--- src/rtl/cns_pkg.sv ---
`timescale 1ns / 1ps

package cns_pkg;

    localparam int SAMPLE_WIDTH_DEF = 16;
    localparam int STATE_WIDTH_DEF  = 40;
    localparam int OUT_WIDTH        = 24;
    localparam int FRAC_BITS        = 24;
    localparam int SAMPLE_FRAC      = 12;
    localparam int COEF_W           = 25;
    localparam int AMP_W            = 16;
    localparam int MODE_W           = 2;
    localparam int CFG_INDEX_W      = 2;
    localparam int POLE_IDX_W       = 2;

    localparam logic [AMP_W-1:0] AMP_RESET = 16'd4096;

    // Filter and gain coefficients, unsigned Q.24
    localparam logic [COEF_W-1:0] C_SLOW_A = 25'd16737790;
    localparam logic [COEF_W-1:0] C_SLOW_B = 25'd1661716;
    localparam logic [COEF_W-1:0] C_MID_A  = 25'd16156459;
    localparam logic [COEF_W-1:0] C_MID_B  = 25'd4974720;
    localparam logic [COEF_W-1:0] C_FAST_A = 25'd9563013;
    localparam logic [COEF_W-1:0] C_FAST_B = 25'd17661229;
    localparam logic [COEF_W-1:0] C_DIRECT = 25'd3100430;
    localparam logic [COEF_W-1:0] C_TENTH  = 25'd1677722;
    localparam logic [COEF_W-1:0] C_DECAY  = 25'd16609444;

    typedef enum logic [MODE_W-1:0] {
        MODE_WHITE = 2'd0,
        MODE_PINK  = 2'd1,
        MODE_BROWN = 2'd2,
        MODE_OFF   = 2'd3
    } mode_t;

    typedef enum logic [CFG_INDEX_W-1:0] {
        REG_MODE = 2'd0,
        REG_AMP  = 2'd1
    } reg_index_t;

    typedef enum logic [1:0] {
        MA_SAMPLE,
        MA_LOW,
        MA_HIGH
    } mul_a_t;

    typedef enum logic [2:0] {
        SRC_SLOW,
        SRC_MID,
        SRC_FAST,
        SRC_LEVEL,
        SRC_TMP
    } src_t;

    typedef enum logic [3:0] {
        CF_SLOW_A,
        CF_SLOW_B,
        CF_MID_A,
        CF_MID_B,
        CF_FAST_A,
        CF_FAST_B,
        CF_DIRECT,
        CF_TENTH,
        CF_DECAY,
        CF_AMP
    } coef_t;

    typedef enum logic [2:0] {
        AO_HOLD,
        AO_CLEAR,
        AO_LOAD_R24,
        AO_LOAD_R12,
        AO_ADD,
        AO_ADD_R12,
        AO_LEVEL_R12
    } acc_op_t;

    typedef enum logic [2:0] {
        TO_HOLD,
        TO_CLEAR,
        TO_LOAD_PROD,
        TO_ADD_POLE,
        TO_ADD_R12
    } tmp_op_t;

    typedef enum logic [2:0] {
        WB_NONE,
        WB_SLOW,
        WB_MID,
        WB_FAST,
        WB_LEVEL,
        WB_LEVEL_ADD
    } wb_t;

    typedef enum logic [4:0] {
        ST_IDLE,
        ST_ZERO,
        ST_W_MUL,
        ST_W_RND,
        ST_P_LO,
        ST_P_HI,
        ST_P_IN,
        ST_P_RND,
        ST_P_WB,
        ST_P_DIR,
        ST_P_SUM,
        ST_P_GLO,
        ST_P_GHI,
        ST_P_GADD,
        ST_B_MUL,
        ST_B_HOLD,
        ST_B_ILO,
        ST_B_IHI,
        ST_B_IADD,
        ST_B_ACC,
        ST_B_DLO,
        ST_B_DHI,
        ST_B_DADD,
        ST_B_DWB,
        ST_B_RND,
        ST_OUT
    } state_t;

    typedef struct packed {
        mul_a_t  mul_a;
        src_t    src;
        coef_t   coef;
        acc_op_t acc_op;
        tmp_op_t tmp_op;
        wb_t     wb;
        logic    load_sample;
        logic    load_out;
    } dp_cmd_t;

    function automatic logic [COEF_W-1:0] coef_value(input coef_t sel);
        logic [COEF_W-1:0] c;
        unique case (sel)
            CF_SLOW_A: c = C_SLOW_A;
            CF_SLOW_B: c = C_SLOW_B;
            CF_MID_A:  c = C_MID_A;
            CF_MID_B:  c = C_MID_B;
            CF_FAST_A: c = C_FAST_A;
            CF_FAST_B: c = C_FAST_B;
            CF_DIRECT: c = C_DIRECT;
            CF_TENTH:  c = C_TENTH;
            CF_DECAY:  c = C_DECAY;
            default:   c = '0;
        endcase
        return c;
    endfunction

    function automatic src_t pole_src(input logic [POLE_IDX_W-1:0] idx);
        src_t s;
        unique case (idx)
            2'd0:    s = SRC_SLOW;
            2'd1:    s = SRC_MID;
            default: s = SRC_FAST;
        endcase
        return s;
    endfunction

    function automatic coef_t pole_coef_a(input logic [POLE_IDX_W-1:0] idx);
        coef_t c;
        unique case (idx)
            2'd0:    c = CF_SLOW_A;
            2'd1:    c = CF_MID_A;
            default: c = CF_FAST_A;
        endcase
        return c;
    endfunction

    function automatic coef_t pole_coef_b(input logic [POLE_IDX_W-1:0] idx);
        coef_t c;
        unique case (idx)
            2'd0:    c = CF_SLOW_B;
            2'd1:    c = CF_MID_B;
            default: c = CF_FAST_B;
        endcase
        return c;
    endfunction

    function automatic wb_t pole_wb(input logic [POLE_IDX_W-1:0] idx);
        wb_t w;
        unique case (idx)
            2'd0:    w = WB_SLOW;
            2'd1:    w = WB_MID;
            default: w = WB_FAST;
        endcase
        return w;
    endfunction

endpackage

--- src/rtl/cns_datapath.sv ---
`timescale 1ns / 1ps

module cns_datapath #(
    parameter int SAMPLE_WIDTH = cns_pkg::SAMPLE_WIDTH_DEF,
    parameter int STATE_WIDTH  = cns_pkg::STATE_WIDTH_DEF
) (
    input  logic                                 clk,
    input  logic                                 rst_n,
    input  cns_pkg::dp_cmd_t                     cmd,
    input  logic [cns_pkg::AMP_W-1:0]            amplitude,
    input  logic signed [SAMPLE_WIDTH-1:0]       white_sample,
    output logic signed [cns_pkg::OUT_WIDTH-1:0] noise_sample,
    output logic                                 clipped
);

    localparam int W_AMP   = SAMPLE_WIDTH + cns_pkg::AMP_W;
    localparam int ACC_W   = ((STATE_WIDTH > W_AMP) ? STATE_WIDTH : W_AMP) + 3;
    localparam int HI_W    = ACC_W - cns_pkg::FRAC_BITS;
    localparam int LO_A_W  = cns_pkg::FRAC_BITS + 1;
    localparam int A_W0    = (HI_W > LO_A_W) ? HI_W : LO_A_W;
    localparam int MUL_A_W = (A_W0 > SAMPLE_WIDTH) ? A_W0 : SAMPLE_WIDTH;
    localparam int MUL_B_W = cns_pkg::COEF_W + 1;
    localparam int PROD_W  = MUL_A_W + MUL_B_W;
    localparam int OUT_W   = cns_pkg::OUT_WIDTH;

    localparam logic signed [PROD_W-1:0] HALF_R24 = PROD_W'(1) <<< (cns_pkg::FRAC_BITS - 1);
    localparam logic signed [PROD_W-1:0] HALF_P12 = PROD_W'(1) <<< (cns_pkg::SAMPLE_FRAC - 1);
    localparam logic signed [ACC_W-1:0]  HALF_A12 = ACC_W'(1) <<< (cns_pkg::SAMPLE_FRAC - 1);

    logic signed [SAMPLE_WIDTH-1:0] sample_reg;
    logic signed [STATE_WIDTH-1:0]  slow_reg, slow_next;
    logic signed [STATE_WIDTH-1:0]  mid_reg, mid_next;
    logic signed [STATE_WIDTH-1:0]  fast_reg, fast_next;
    logic signed [STATE_WIDTH-1:0]  level_reg, level_next;
    logic signed [ACC_W-1:0]        acc_reg, acc_next;
    logic signed [ACC_W-1:0]        tmp_reg, tmp_next;
    logic signed [PROD_W-1:0]       prod_reg, prod_next;
    logic signed [OUT_W-1:0]        noise_reg, noise_next;
    logic                           clipped_reg, clipped_next;

    logic signed [ACC_W-1:0]        src_val;
    logic signed [MUL_A_W-1:0]      mul_a;
    logic signed [MUL_B_W-1:0]      mul_b;
    logic signed [PROD_W-1:0]       prod_r24_full;
    logic signed [PROD_W-1:0]       prod_r12_full;
    logic signed [ACC_W-1:0]        prod_r24;
    logic signed [ACC_W-1:0]        prod_r12;
    logic signed [ACC_W-1:0]        prod_low;
    logic signed [ACC_W-1:0]        level_r12;
    logic signed [STATE_WIDTH-1:0]  acc_sat;
    logic signed [ACC_W-1:0]        level_sum;
    logic signed [STATE_WIDTH-1:0]  level_sum_sat;

    function automatic logic signed [STATE_WIDTH-1:0] sat_state(
        input logic signed [ACC_W-1:0] v
    );
        logic [ACC_W-STATE_WIDTH:0]     upper;
        logic signed [STATE_WIDTH-1:0]  r;
        upper = v[ACC_W-1:STATE_WIDTH-1];
        if ((&upper) || !(|upper))
            r = v[STATE_WIDTH-1:0];
        else if (v[ACC_W-1])
            r = {1'b1, {(STATE_WIDTH-1){1'b0}}};
        else
            r = {1'b0, {(STATE_WIDTH-1){1'b1}}};
        return r;
    endfunction

    // operand selection for the shared multiplier
    always_comb
    begin
        unique case (cmd.src)
            cns_pkg::SRC_SLOW:  src_val = ACC_W'(slow_reg);
            cns_pkg::SRC_MID:   src_val = ACC_W'(mid_reg);
            cns_pkg::SRC_FAST:  src_val = ACC_W'(fast_reg);
            cns_pkg::SRC_LEVEL: src_val = ACC_W'(level_reg);
            default:            src_val = tmp_reg;
        endcase
    end

    always_comb
    begin
        unique case (cmd.mul_a)
            cns_pkg::MA_LOW:
                mul_a = MUL_A_W'({1'b0, src_val[cns_pkg::FRAC_BITS-1:0]});
            cns_pkg::MA_HIGH:
                mul_a = MUL_A_W'(signed'(src_val[ACC_W-1:cns_pkg::FRAC_BITS]));
            default:
                mul_a = MUL_A_W'(sample_reg);
        endcase
        if (cmd.coef == cns_pkg::CF_AMP)
            mul_b = MUL_B_W'({1'b0, amplitude});
        else
            mul_b = MUL_B_W'({1'b0, cns_pkg::coef_value(cmd.coef)});
    end

    assign prod_next = mul_a * mul_b;

    // round half up on the registered product
    assign prod_r24_full = (prod_reg + HALF_R24) >>> cns_pkg::FRAC_BITS;
    assign prod_r12_full = (prod_reg + HALF_P12) >>> cns_pkg::SAMPLE_FRAC;
    assign prod_r24      = signed'(prod_r24_full[ACC_W-1:0]);
    assign prod_r12      = signed'(prod_r12_full[ACC_W-1:0]);
    assign prod_low      = signed'(prod_reg[ACC_W-1:0]);
    assign level_r12     = (ACC_W'(level_reg) + HALF_A12) >>> cns_pkg::SAMPLE_FRAC;

    assign acc_sat       = sat_state(acc_reg);
    assign level_sum     = ACC_W'(level_reg) + acc_reg;
    assign level_sum_sat = sat_state(level_sum);

    always_comb
    begin
        unique case (cmd.acc_op)
            cns_pkg::AO_CLEAR:     acc_next = '0;
            cns_pkg::AO_LOAD_R24:  acc_next = prod_r24;
            cns_pkg::AO_LOAD_R12:  acc_next = prod_r12;
            cns_pkg::AO_ADD:       acc_next = acc_reg + prod_low;
            cns_pkg::AO_ADD_R12:   acc_next = acc_reg + prod_r12;
            cns_pkg::AO_LEVEL_R12: acc_next = level_r12;
            default:               acc_next = acc_reg;
        endcase

        unique case (cmd.tmp_op)
            cns_pkg::TO_CLEAR:     tmp_next = '0;
            cns_pkg::TO_LOAD_PROD: tmp_next = prod_low;
            cns_pkg::TO_ADD_POLE:  tmp_next = tmp_reg + ACC_W'(acc_sat);
            cns_pkg::TO_ADD_R12:   tmp_next = tmp_reg + prod_r12;
            default:               tmp_next = tmp_reg;
        endcase
    end

    always_comb
    begin
        slow_next  = slow_reg;
        mid_next   = mid_reg;
        fast_next  = fast_reg;
        level_next = level_reg;
        unique case (cmd.wb)
            cns_pkg::WB_SLOW:      slow_next  = acc_sat;
            cns_pkg::WB_MID:       mid_next   = acc_sat;
            cns_pkg::WB_FAST:      fast_next  = acc_sat;
            cns_pkg::WB_LEVEL:     level_next = acc_sat;
            cns_pkg::WB_LEVEL_ADD: level_next = level_sum_sat;
            default:               ;
        endcase
    end

    // saturate the finished value to the output range
    always_comb
    begin
        logic [ACC_W-OUT_W:0] upper;
        upper = acc_reg[ACC_W-1:OUT_W-1];
        noise_next   = noise_reg;
        clipped_next = clipped_reg;
        if (cmd.load_out)
        begin
            if ((&upper) || !(|upper))
            begin
                noise_next   = acc_reg[OUT_W-1:0];
                clipped_next = 1'b0;
            end
            else if (acc_reg[ACC_W-1])
            begin
                noise_next   = {1'b1, {(OUT_W-1){1'b0}}};
                clipped_next = 1'b1;
            end
            else
            begin
                noise_next   = {1'b0, {(OUT_W-1){1'b1}}};
                clipped_next = 1'b1;
            end
        end
    end

    always_ff @(posedge clk or negedge rst_n)
    begin
        if (!rst_n)
        begin
            slow_reg  <= '0;
            mid_reg   <= '0;
            fast_reg  <= '0;
            level_reg <= '0;
        end
        else
        begin
            slow_reg  <= slow_next;
            mid_reg   <= mid_next;
            fast_reg  <= fast_next;
            level_reg <= level_next;
        end
    end

    always_ff @(posedge clk)
    begin
        if (cmd.load_sample)
            sample_reg <= white_sample;
        prod_reg    <= prod_next;
        acc_reg     <= acc_next;
        tmp_reg     <= tmp_next;
        noise_reg   <= noise_next;
        clipped_reg <= clipped_next;
    end

    assign noise_sample = noise_reg;
    assign clipped      = clipped_reg;

endmodule

--- src/rtl/cns_ctrl.sv ---
`timescale 1ns / 1ps

module cns_ctrl (
    input  logic             clk,
    input  logic             rst_n,
    input  cns_pkg::mode_t   mode,
    input  logic             sample_valid,
    output logic             sample_stall,
    output logic             noise_valid,
    input  logic             noise_stall,
    output cns_pkg::dp_cmd_t cmd
);

    cns_pkg::state_t                  state_reg, state_next;
    logic [cns_pkg::POLE_IDX_W-1:0]   pole_reg, pole_next;
    logic                             valid_reg, valid_next;
    logic                             out_room;

    assign out_room = !valid_reg || !noise_stall;

    always_comb
    begin
        state_next = state_reg;
        pole_next  = pole_reg;
        unique case (state_reg)
            cns_pkg::ST_IDLE:
            begin
                pole_next = '0;
                if (sample_valid)
                begin
                    unique case (mode)
                        cns_pkg::MODE_WHITE: state_next = cns_pkg::ST_W_MUL;
                        cns_pkg::MODE_PINK:  state_next = cns_pkg::ST_P_LO;
                        cns_pkg::MODE_BROWN: state_next = cns_pkg::ST_B_MUL;
                        default:             state_next = cns_pkg::ST_ZERO;
                    endcase
                end
            end
            cns_pkg::ST_ZERO:   state_next = cns_pkg::ST_OUT;
            cns_pkg::ST_W_MUL:  state_next = cns_pkg::ST_W_RND;
            cns_pkg::ST_W_RND:  state_next = cns_pkg::ST_OUT;
            cns_pkg::ST_P_LO:   state_next = cns_pkg::ST_P_HI;
            cns_pkg::ST_P_HI:   state_next = cns_pkg::ST_P_IN;
            cns_pkg::ST_P_IN:   state_next = cns_pkg::ST_P_RND;
            cns_pkg::ST_P_RND:  state_next = cns_pkg::ST_P_WB;
            cns_pkg::ST_P_WB:
            begin
                // advance to the next pole, or to the direct term after the fast one
                if (pole_reg == cns_pkg::POLE_IDX_W'(2))
                    state_next = cns_pkg::ST_P_DIR;
                else
                begin
                    state_next = cns_pkg::ST_P_LO;
                    pole_next  = pole_reg + cns_pkg::POLE_IDX_W'(1);
                end
            end
            cns_pkg::ST_P_DIR:  state_next = cns_pkg::ST_P_SUM;
            cns_pkg::ST_P_SUM:  state_next = cns_pkg::ST_P_GLO;
            cns_pkg::ST_P_GLO:  state_next = cns_pkg::ST_P_GHI;
            cns_pkg::ST_P_GHI:  state_next = cns_pkg::ST_P_GADD;
            cns_pkg::ST_P_GADD: state_next = cns_pkg::ST_OUT;
            cns_pkg::ST_B_MUL:  state_next = cns_pkg::ST_B_HOLD;
            cns_pkg::ST_B_HOLD: state_next = cns_pkg::ST_B_ILO;
            cns_pkg::ST_B_ILO:  state_next = cns_pkg::ST_B_IHI;
            cns_pkg::ST_B_IHI:  state_next = cns_pkg::ST_B_IADD;
            cns_pkg::ST_B_IADD: state_next = cns_pkg::ST_B_ACC;
            cns_pkg::ST_B_ACC:  state_next = cns_pkg::ST_B_DLO;
            cns_pkg::ST_B_DLO:  state_next = cns_pkg::ST_B_DHI;
            cns_pkg::ST_B_DHI:  state_next = cns_pkg::ST_B_DADD;
            cns_pkg::ST_B_DADD: state_next = cns_pkg::ST_B_DWB;
            cns_pkg::ST_B_DWB:  state_next = cns_pkg::ST_B_RND;
            cns_pkg::ST_B_RND:  state_next = cns_pkg::ST_OUT;
            cns_pkg::ST_OUT:
            begin
                if (out_room)
                    state_next = cns_pkg::ST_IDLE;
            end
            default:            state_next = cns_pkg::ST_IDLE;
        endcase
    end

    always_comb
    begin
        cmd.mul_a       = cns_pkg::MA_SAMPLE;
        cmd.src         = cns_pkg::pole_src(pole_reg);
        cmd.coef        = cns_pkg::CF_AMP;
        cmd.acc_op      = cns_pkg::AO_HOLD;
        cmd.tmp_op      = cns_pkg::TO_HOLD;
        cmd.wb          = cns_pkg::WB_NONE;
        cmd.load_sample = 1'b0;
        cmd.load_out    = 1'b0;
        sample_stall    = (state_reg != cns_pkg::ST_IDLE);
        unique case (state_reg)
            cns_pkg::ST_IDLE:
                cmd.load_sample = sample_valid;
            cns_pkg::ST_ZERO:
                cmd.acc_op = cns_pkg::AO_CLEAR;
            cns_pkg::ST_W_MUL:
                cmd.coef = cns_pkg::CF_AMP;
            cns_pkg::ST_W_RND:
                cmd.acc_op = cns_pkg::AO_LOAD_R12;
            cns_pkg::ST_P_LO:
            begin
                cmd.mul_a = cns_pkg::MA_LOW;
                cmd.coef  = cns_pkg::pole_coef_a(pole_reg);
                if (pole_reg == '0)
                    cmd.tmp_op = cns_pkg::TO_CLEAR;
            end
            cns_pkg::ST_P_HI:
            begin
                cmd.mul_a  = cns_pkg::MA_HIGH;
                cmd.coef   = cns_pkg::pole_coef_a(pole_reg);
                cmd.acc_op = cns_pkg::AO_LOAD_R24;
            end
            cns_pkg::ST_P_IN:
            begin
                cmd.coef   = cns_pkg::pole_coef_b(pole_reg);
                cmd.acc_op = cns_pkg::AO_ADD;
            end
            cns_pkg::ST_P_RND:
                cmd.acc_op = cns_pkg::AO_ADD_R12;
            cns_pkg::ST_P_WB:
            begin
                cmd.wb     = cns_pkg::pole_wb(pole_reg);
                cmd.tmp_op = cns_pkg::TO_ADD_POLE;
            end
            cns_pkg::ST_P_DIR:
                cmd.coef = cns_pkg::CF_DIRECT;
            cns_pkg::ST_P_SUM:
                cmd.tmp_op = cns_pkg::TO_ADD_R12;
            cns_pkg::ST_P_GLO:
            begin
                cmd.mul_a = cns_pkg::MA_LOW;
                cmd.src   = cns_pkg::SRC_TMP;
            end
            cns_pkg::ST_P_GHI:
            begin
                cmd.mul_a  = cns_pkg::MA_HIGH;
                cmd.src    = cns_pkg::SRC_TMP;
                cmd.acc_op = cns_pkg::AO_LOAD_R24;
            end
            cns_pkg::ST_P_GADD:
                cmd.acc_op = cns_pkg::AO_ADD;
            cns_pkg::ST_B_MUL:
                cmd.coef = cns_pkg::CF_AMP;
            cns_pkg::ST_B_HOLD:
                cmd.tmp_op = cns_pkg::TO_LOAD_PROD;
            cns_pkg::ST_B_ILO:
            begin
                cmd.mul_a = cns_pkg::MA_LOW;
                cmd.src   = cns_pkg::SRC_TMP;
                cmd.coef  = cns_pkg::CF_TENTH;
            end
            cns_pkg::ST_B_IHI:
            begin
                cmd.mul_a  = cns_pkg::MA_HIGH;
                cmd.src    = cns_pkg::SRC_TMP;
                cmd.coef   = cns_pkg::CF_TENTH;
                cmd.acc_op = cns_pkg::AO_LOAD_R24;
            end
            cns_pkg::ST_B_IADD:
                cmd.acc_op = cns_pkg::AO_ADD;
            cns_pkg::ST_B_ACC:
                cmd.wb = cns_pkg::WB_LEVEL_ADD;
            cns_pkg::ST_B_DLO:
            begin
                cmd.mul_a = cns_pkg::MA_LOW;
                cmd.src   = cns_pkg::SRC_LEVEL;
                cmd.coef  = cns_pkg::CF_DECAY;
            end
            cns_pkg::ST_B_DHI:
            begin
                cmd.mul_a  = cns_pkg::MA_HIGH;
                cmd.src    = cns_pkg::SRC_LEVEL;
                cmd.coef   = cns_pkg::CF_DECAY;
                cmd.acc_op = cns_pkg::AO_LOAD_R24;
            end
            cns_pkg::ST_B_DADD:
                cmd.acc_op = cns_pkg::AO_ADD;
            cns_pkg::ST_B_DWB:
                cmd.wb = cns_pkg::WB_LEVEL;
            cns_pkg::ST_B_RND:
                cmd.acc_op = cns_pkg::AO_LEVEL_R12;
            cns_pkg::ST_OUT:
                cmd.load_out = out_room;
            default:
                ;
        endcase
    end

    // hold the result until the consumer takes it
    always_comb
    begin
        if (cmd.load_out)
            valid_next = 1'b1;
        else if (valid_reg && !noise_stall)
            valid_next = 1'b0;
        else
            valid_next = valid_reg;
    end

    always_ff @(posedge clk or negedge rst_n)
    begin
        if (!rst_n)
        begin
            state_reg <= cns_pkg::ST_IDLE;
            pole_reg  <= '0;
            valid_reg <= 1'b0;
        end
        else
        begin
            state_reg <= state_next;
            pole_reg  <= pole_next;
            valid_reg <= valid_next;
        end
    end

    assign noise_valid = valid_reg;

endmodule

--- src/rtl/coloured_noise_shaper.sv ---
`timescale 1ns / 1ps

// Coloured noise shaper: takes one white Gaussian sample (signed, 12 fraction bits) per transfer
// and returns one white, pink or brown noise sample in signed Q11.12, saturated, with a clip
// flag. All products go through one shared multiplier under a sequencer, and state wider than
// 24 fraction bits is multiplied in two halves, so the time per sample depends on the mode: pink
// steps through each filter pole, then the direct term and the split gain product, and the
// unused mode 3 returns zero. The next sample is taken as soon as the sequencer is back in idle,
// even while the last result still waits in the output register; a result that is held waits
// in the final step until the output register frees. Mode and amplitude are written through the
// configuration port (index 0 mode, index 1 amplitude, other indices ignored); the user must
// write them only while no sample is in flight, which the block itself does not enforce.

module coloured_noise_shaper #(
    parameter int SAMPLE_WIDTH = cns_pkg::SAMPLE_WIDTH_DEF,
    parameter int STATE_WIDTH  = cns_pkg::STATE_WIDTH_DEF
) (
    input  logic                                 clk,
    input  logic                                 rst_n,
    input  logic                                 sample_valid,
    output logic                                 sample_stall,
    input  logic signed [SAMPLE_WIDTH-1:0]       white_sample,
    output logic                                 noise_valid,
    input  logic                                 noise_stall,
    output logic signed [cns_pkg::OUT_WIDTH-1:0] noise_sample,
    output logic                                 clipped,
    input  logic                                 cfg_valid,
    output logic                                 cfg_ready,
    input  logic [cns_pkg::CFG_INDEX_W-1:0]      cfg_index,
    input  logic [cns_pkg::AMP_W-1:0]            cfg_data
);

    cns_pkg::mode_t              mode_reg, mode_next;
    logic [cns_pkg::AMP_W-1:0]   amp_reg, amp_next;
    cns_pkg::dp_cmd_t            cmd;

    assign cfg_ready = 1'b1;

    always_comb
    begin
        mode_next = mode_reg;
        amp_next  = amp_reg;
        if (cfg_valid && cfg_ready)
        begin
            if (cfg_index == cns_pkg::REG_MODE)
                mode_next = cns_pkg::mode_t'(cfg_data[cns_pkg::MODE_W-1:0]);
            else if (cfg_index == cns_pkg::REG_AMP)
                amp_next = cfg_data;
        end
    end

    always_ff @(posedge clk or negedge rst_n)
    begin
        if (!rst_n)
        begin
            mode_reg <= cns_pkg::MODE_WHITE;
            amp_reg  <= cns_pkg::AMP_RESET;
        end
        else
        begin
            mode_reg <= mode_next;
            amp_reg  <= amp_next;
        end
    end

    cns_ctrl u_ctrl (
        .clk          (clk),
        .rst_n        (rst_n),
        .mode         (mode_reg),
        .sample_valid (sample_valid),
        .sample_stall (sample_stall),
        .noise_valid  (noise_valid),
        .noise_stall  (noise_stall),
        .cmd          (cmd)
    );

    cns_datapath #(
        .SAMPLE_WIDTH (SAMPLE_WIDTH),
        .STATE_WIDTH  (STATE_WIDTH)
    ) u_datapath (
        .clk          (clk),
        .rst_n        (rst_n),
        .cmd          (cmd),
        .amplitude    (amp_reg),
        .white_sample (white_sample),
        .noise_sample (noise_sample),
        .clipped      (clipped)
    );

    // one sample in flight: a transfer closes the input until the result is produced
    a_busy_after_transfer: assert property (
        @(posedge clk) disable iff (!rst_n)
        (sample_valid && !sample_stall) |=> sample_stall
    ) else $error("input accepted again right after a transfer");

    // a new result only appears at the end of a sequence, never straight from idle
    a_result_from_sequence: assert property (
        @(posedge clk) disable iff (!rst_n)
        $rose(noise_valid) |-> $past(sample_stall)
    ) else $error("result produced without a sequence in progress");

    // the clip flag only comes with a value at one end of the output range
    a_clip_at_rail: assert property (
        @(posedge clk) disable iff (!rst_n)
        (noise_valid && clipped) |->
            (noise_sample == {1'b0, {(cns_pkg::OUT_WIDTH-1){1'b1}}}) ||
            (noise_sample == {1'b1, {(cns_pkg::OUT_WIDTH-1){1'b0}}})
    ) else $error("clip flag set on an unsaturated value");

endmodule

--- config.mk ---
export PLATFORM = sky130hd
export DESIGN_NAME = coloured_noise_shaper
export DESIGN_NICKNAME = d
export VERILOG_FILES = /design/src/rtl/cns_pkg.sv /design/src/rtl/cns_datapath.sv /design/src/rtl/cns_ctrl.sv /design/src/rtl/coloured_noise_shaper.sv
export SDC_FILE = /design/constraint.sdc
export NUM_CORES = 2
export LEC_CHECK = 0
export BUFFER_PORTS_ARGS = -buffer_cell sky130_fd_sc_hd__buf_2
export CAP_MARGIN = 10
export CORE_ASPECT_RATIO = 0.75
export CORE_UTILIZATION = 35
export CTS_BUF_LIST = sky130_fd_sc_hd__clkbuf_8
export CTS_CLUSTER_DIAMETER = 150
export CTS_CLUSTER_SIZE = 25
export DETAILED_ROUTE_END_ITERATION = 7
export PLACE_DENSITY = 0.47
export SLEW_MARGIN = 25
export SYNTH_ARGS = -nofsm -noshare
export SYNTH_HDL_FRONTEND = slang
export SYNTH_SLANG_ARGS = --single-unit
export TNS_END_PERCENT = 100
--- constraint.sdc ---
create_clock -name clk -period 16.01 [get_ports clk]
set_input_delay 1.601 -clock clk [delete_from_list [all_inputs] [get_ports clk]]
set_output_delay 1.601 -clock clk [all_outputs]
set_load 0.01 [all_outputs]
==> impl_metrics.py <==
metrics = {
    "outcome": {
        "status": "finished clean",
    },
    "clock_tree": {
        "cts-buffers-inserted": 19,
        "clock-sinks": 364,
        "cts_root_buf": "clkbuf_8",
        "cts_resized": 0,
        "clk_latency_ps": 740,
        "cts.path.max_buffers": 3,
        "post_cts_buffers": 0,
        "cts.clk_slew.worst_paths_ps": 180,
        "cts-hold-fix-buffers": 0,
        "cts_tree": "done",
        "h-tree-depth": 1,
    },
    "layout": {
        "seqCellArea_sq_um": 9490,
        "final_util_pct": 37.33,
        "multi_input_area_sq_um": 33240,
        "final_nets": 6254,
        "nFillCells": 13720,
        "drive_gt1_share_pct": 6.292,
        "area_growth_pct": 5.504,
        "largest_reg_flops": 51,
    },
    "yosys": {
        "yosysTopAreaCellShare_pct": 22.76,
        "synth_ff_type": "dfrtp_1",
        "synth_nets": 6364,
        "yosys_warnings": 0,
        "synth_common_cells": "766 x nand2_1, 711 x inv_1, 529 x fa_1, 477 x nor2_1, 359 x ha_1",
        "syn_inst": 5437,
        "yosysUniqueCellTypes": 105,
        "synth_area_leader_cell": "fa_1",
        "async_flop_share_pct": 51.10,
        "syn_avg_cell_area_sq_um": 8.559,
        "netlist_top_cells_area": "fa_1 23%, dfrtp_1 9.9%, ha_1 9.7%",
        "synth.most_common_cell": "nand2_1",
        "ys_seq_elements": 364,
        "ys_seq_area_share_pct": 20.39,
        "synth_area_sq_um": 46530,
        "synth_edf_count": 127,
    },
    "sta": {
        "setup_viol": 0,
        "max_freq_ghz": 0.08243,
        "rsz0062_at_grt": "no",
        "worstMarginPinSlew_ps": 1211,
        "hold_slack_ps": 505.6,
        "maxSlewViolCount": 0,
        "finalCriticalPeriod_ps": 12130,
        "hold_viol": 0,
        "post-route-period-util_pct": 75.78,
        "skew_ps": 124.4,
        "slew-limit-headroom_pct": 18.43,
        "finalSetupTns_ps": 0,
    },
    "setup_path": {
        "cp.arrival_ps": 12680,
        "timing.critical_path.mode_cell": "fa_1",
        "worst_ep_required_time_ps": 16560,
        "cp_max_fo": 28,
        "critPathKind": "flop to flop",
        "worst_path_max_delay_cell": "dfrtp_1",
        "endpoint_kind": "flop",
        "r2r_start": "u_ctrl.state_reg[4]$_DFFE_PN0P_",
        "startpoint": "u_ctrl.state_reg[4]$_DFFE_PN0P_",
        "start_kind": "flop",
        "slowest_delay_ps": 1030,
    },
    "floorplan": {
        "die_area_sq_um": 134400,
        "ios": 67,
        "core.rowCount": 115,
        "initial_core_util_pct": 35.38,
        "core_area_sq_um": 131500,
        "chipHeight_microns": 317.8,
        "die_width_microns": 423.0,
    },
    "global_route": {
        "grt_max_degree": 81,
        "grt_pass1_vias": 38820,
        "antenna_found_initial": 9,
        "grt_pass1_wl_microns": 269100,
        "overflow": 0,
        "gr-usage-all-layers_pct": 26.79,
    },
    "detailed_routing": {
        "vias": 39780,
        "ant_nets": 0,
        "route.detailed.drc": 0,
        "drt-total-wl_microns": 181700,
        "avgRoutedWirePerCell_microns": 25.60,
        "via_per_inst": 5.605,
        "drt_first_iter_violations": 3954,
        "first_pass_iters": 6,
    },
    "flow_run": {
        "maxCapViolCount": 0,
    },
    "place": {
        "portBuffers": 65,
        "dp_hpwl_microns": 144400,
        "place_congestion": 0.9409,
    },
    "min_path": {
        "holdCritPathClass": "flop to flop",
        "min_from": "u_datapath.slow_reg[19]$_DFFE_PN0N_",
    },
}
[layer usage]
metal / GRT usage, % / vias up / routed length [microns]
met5: 0 / - / 7
met4: 4.733 / 2 / 3458
met3: 5.213 / 152 / 15430
met2: 37.43 / 1502 / 73500
met1: 42.31 / 20230 / 89280
li1: - / 17900 / -
[area by class of cell]
class	instances	share of cell area, %
multi-input cells	4065	67.71
flip-flops and latches	364	19.33
inverters	712	5.444
well taps	1755	4.473
repair buffers	165	2.273
clock buffers	19	0.5326
clock inverters	15	0.2294
diodes	2	0.01019
[metrics by stage]
step | std cells | area (sq um) | setup slack (ps)
after floorplan | 5437 | 46530 | 6663
after global placement | 7058 | 48640 | 4023
after detailed placement | 7060 | 48680 | 4188
after CTS | 7094 | 49050 | 4067
after global routing | 7096 | 49090 | 3295
final | 7097 | 49090 | 3878
[worst max-delay path: cells and delay by family, from the launching register on]
family	cells	cell delay, ps
compound gates	11	3250
xor+xnor	1	150
fa+ha+maj	9	4670
buf+inv	5	570
flops	1	1030
simple gates	10	2210
[cell families after synthesis]
logic type | count (synthesis) | share of synthesized area (%)
AOI/OAI and AO/OA | 1235 | 17.28
and+or+nand+nor | 1646 | 15.46
DFF | 364 | 20.39
muxes | 54 | 1.326
adders and majority gates | 888 | 32.41
xor gates and xnor gates | 241 | 4.536
other | 1 | 0.008059
buffers and inverters | 1008 | 8.583
[worst paths after layout]
check,end,slack [ps],depth (start not counted)
worst max-delay path,u_datapath.prod_reg[50]$_DFF_P_,3880,36
worst min-delay path,u_datapath.slow_reg[19]$_DFFE_PN0N_,510,2
worst max register to register,u_datapath.prod_reg[50]$_DFF_P_,3880,36
worst min register to register,u_datapath.slow_reg[19]$_DFFE_PN0N_,510,2
max in group asynchronous,u_datapath.slow_reg[21]$_DFFE_PN0N_,12910,3
min in group asynchronous,u_datapath.level_reg[5]$_DFFE_PN0P_,820,1
[cells in the final DEF (no fill, tap or decap), types with 12 or more instances in the layout]
| master | n |
|---|---|
| o21ai_2 | 29 |
| edfxtp_1 | 127 |
| mux2i_1 | 25 |
| o22ai_1 | 40 |
| a211oi_1 | 29 |
| o21ai_0 | 291 |
| or2_2 | 13 |
| nand2b_1 | 40 |
| buf_2 | 64 |
| o21ai_1 | 31 |
| and2_1 | 38 |
| clkbuf_8 | 20 |
| dfxtp_1 | 51 |
| a21o_1 | 107 |
| nor2_1 | 471 |
| and3_1 | 35 |
| xnor2_1 | 127 |
| o21a_1 | 33 |
| o211ai_1 | 18 |
| nand2_1 | 762 |
| nand3_1 | 88 |
| or3_1 | 12 |
| mux2_2 | 24 |
| buf_4 | 97 |
| a221oi_1 | 72 |
| a221o_1 | 40 |
| xor2_1 | 114 |
| fa_1 | 529 |
| inv_1 | 721 |
| o31ai_1 | 24 |
| a31oi_1 | 40 |
| nand4_1 | 45 |
| nor2b_1 | 34 |
| nor3_1 | 31 |
| a21oi_1 | 322 |
| dfrtp_1 | 185 |
| ha_1 | 358 |
| o21bai_1 | 29 |
Power is left out: the tool's default activity adds up to more than one toggle a clock period on the data nets, which glitch-free logic cannot reach.
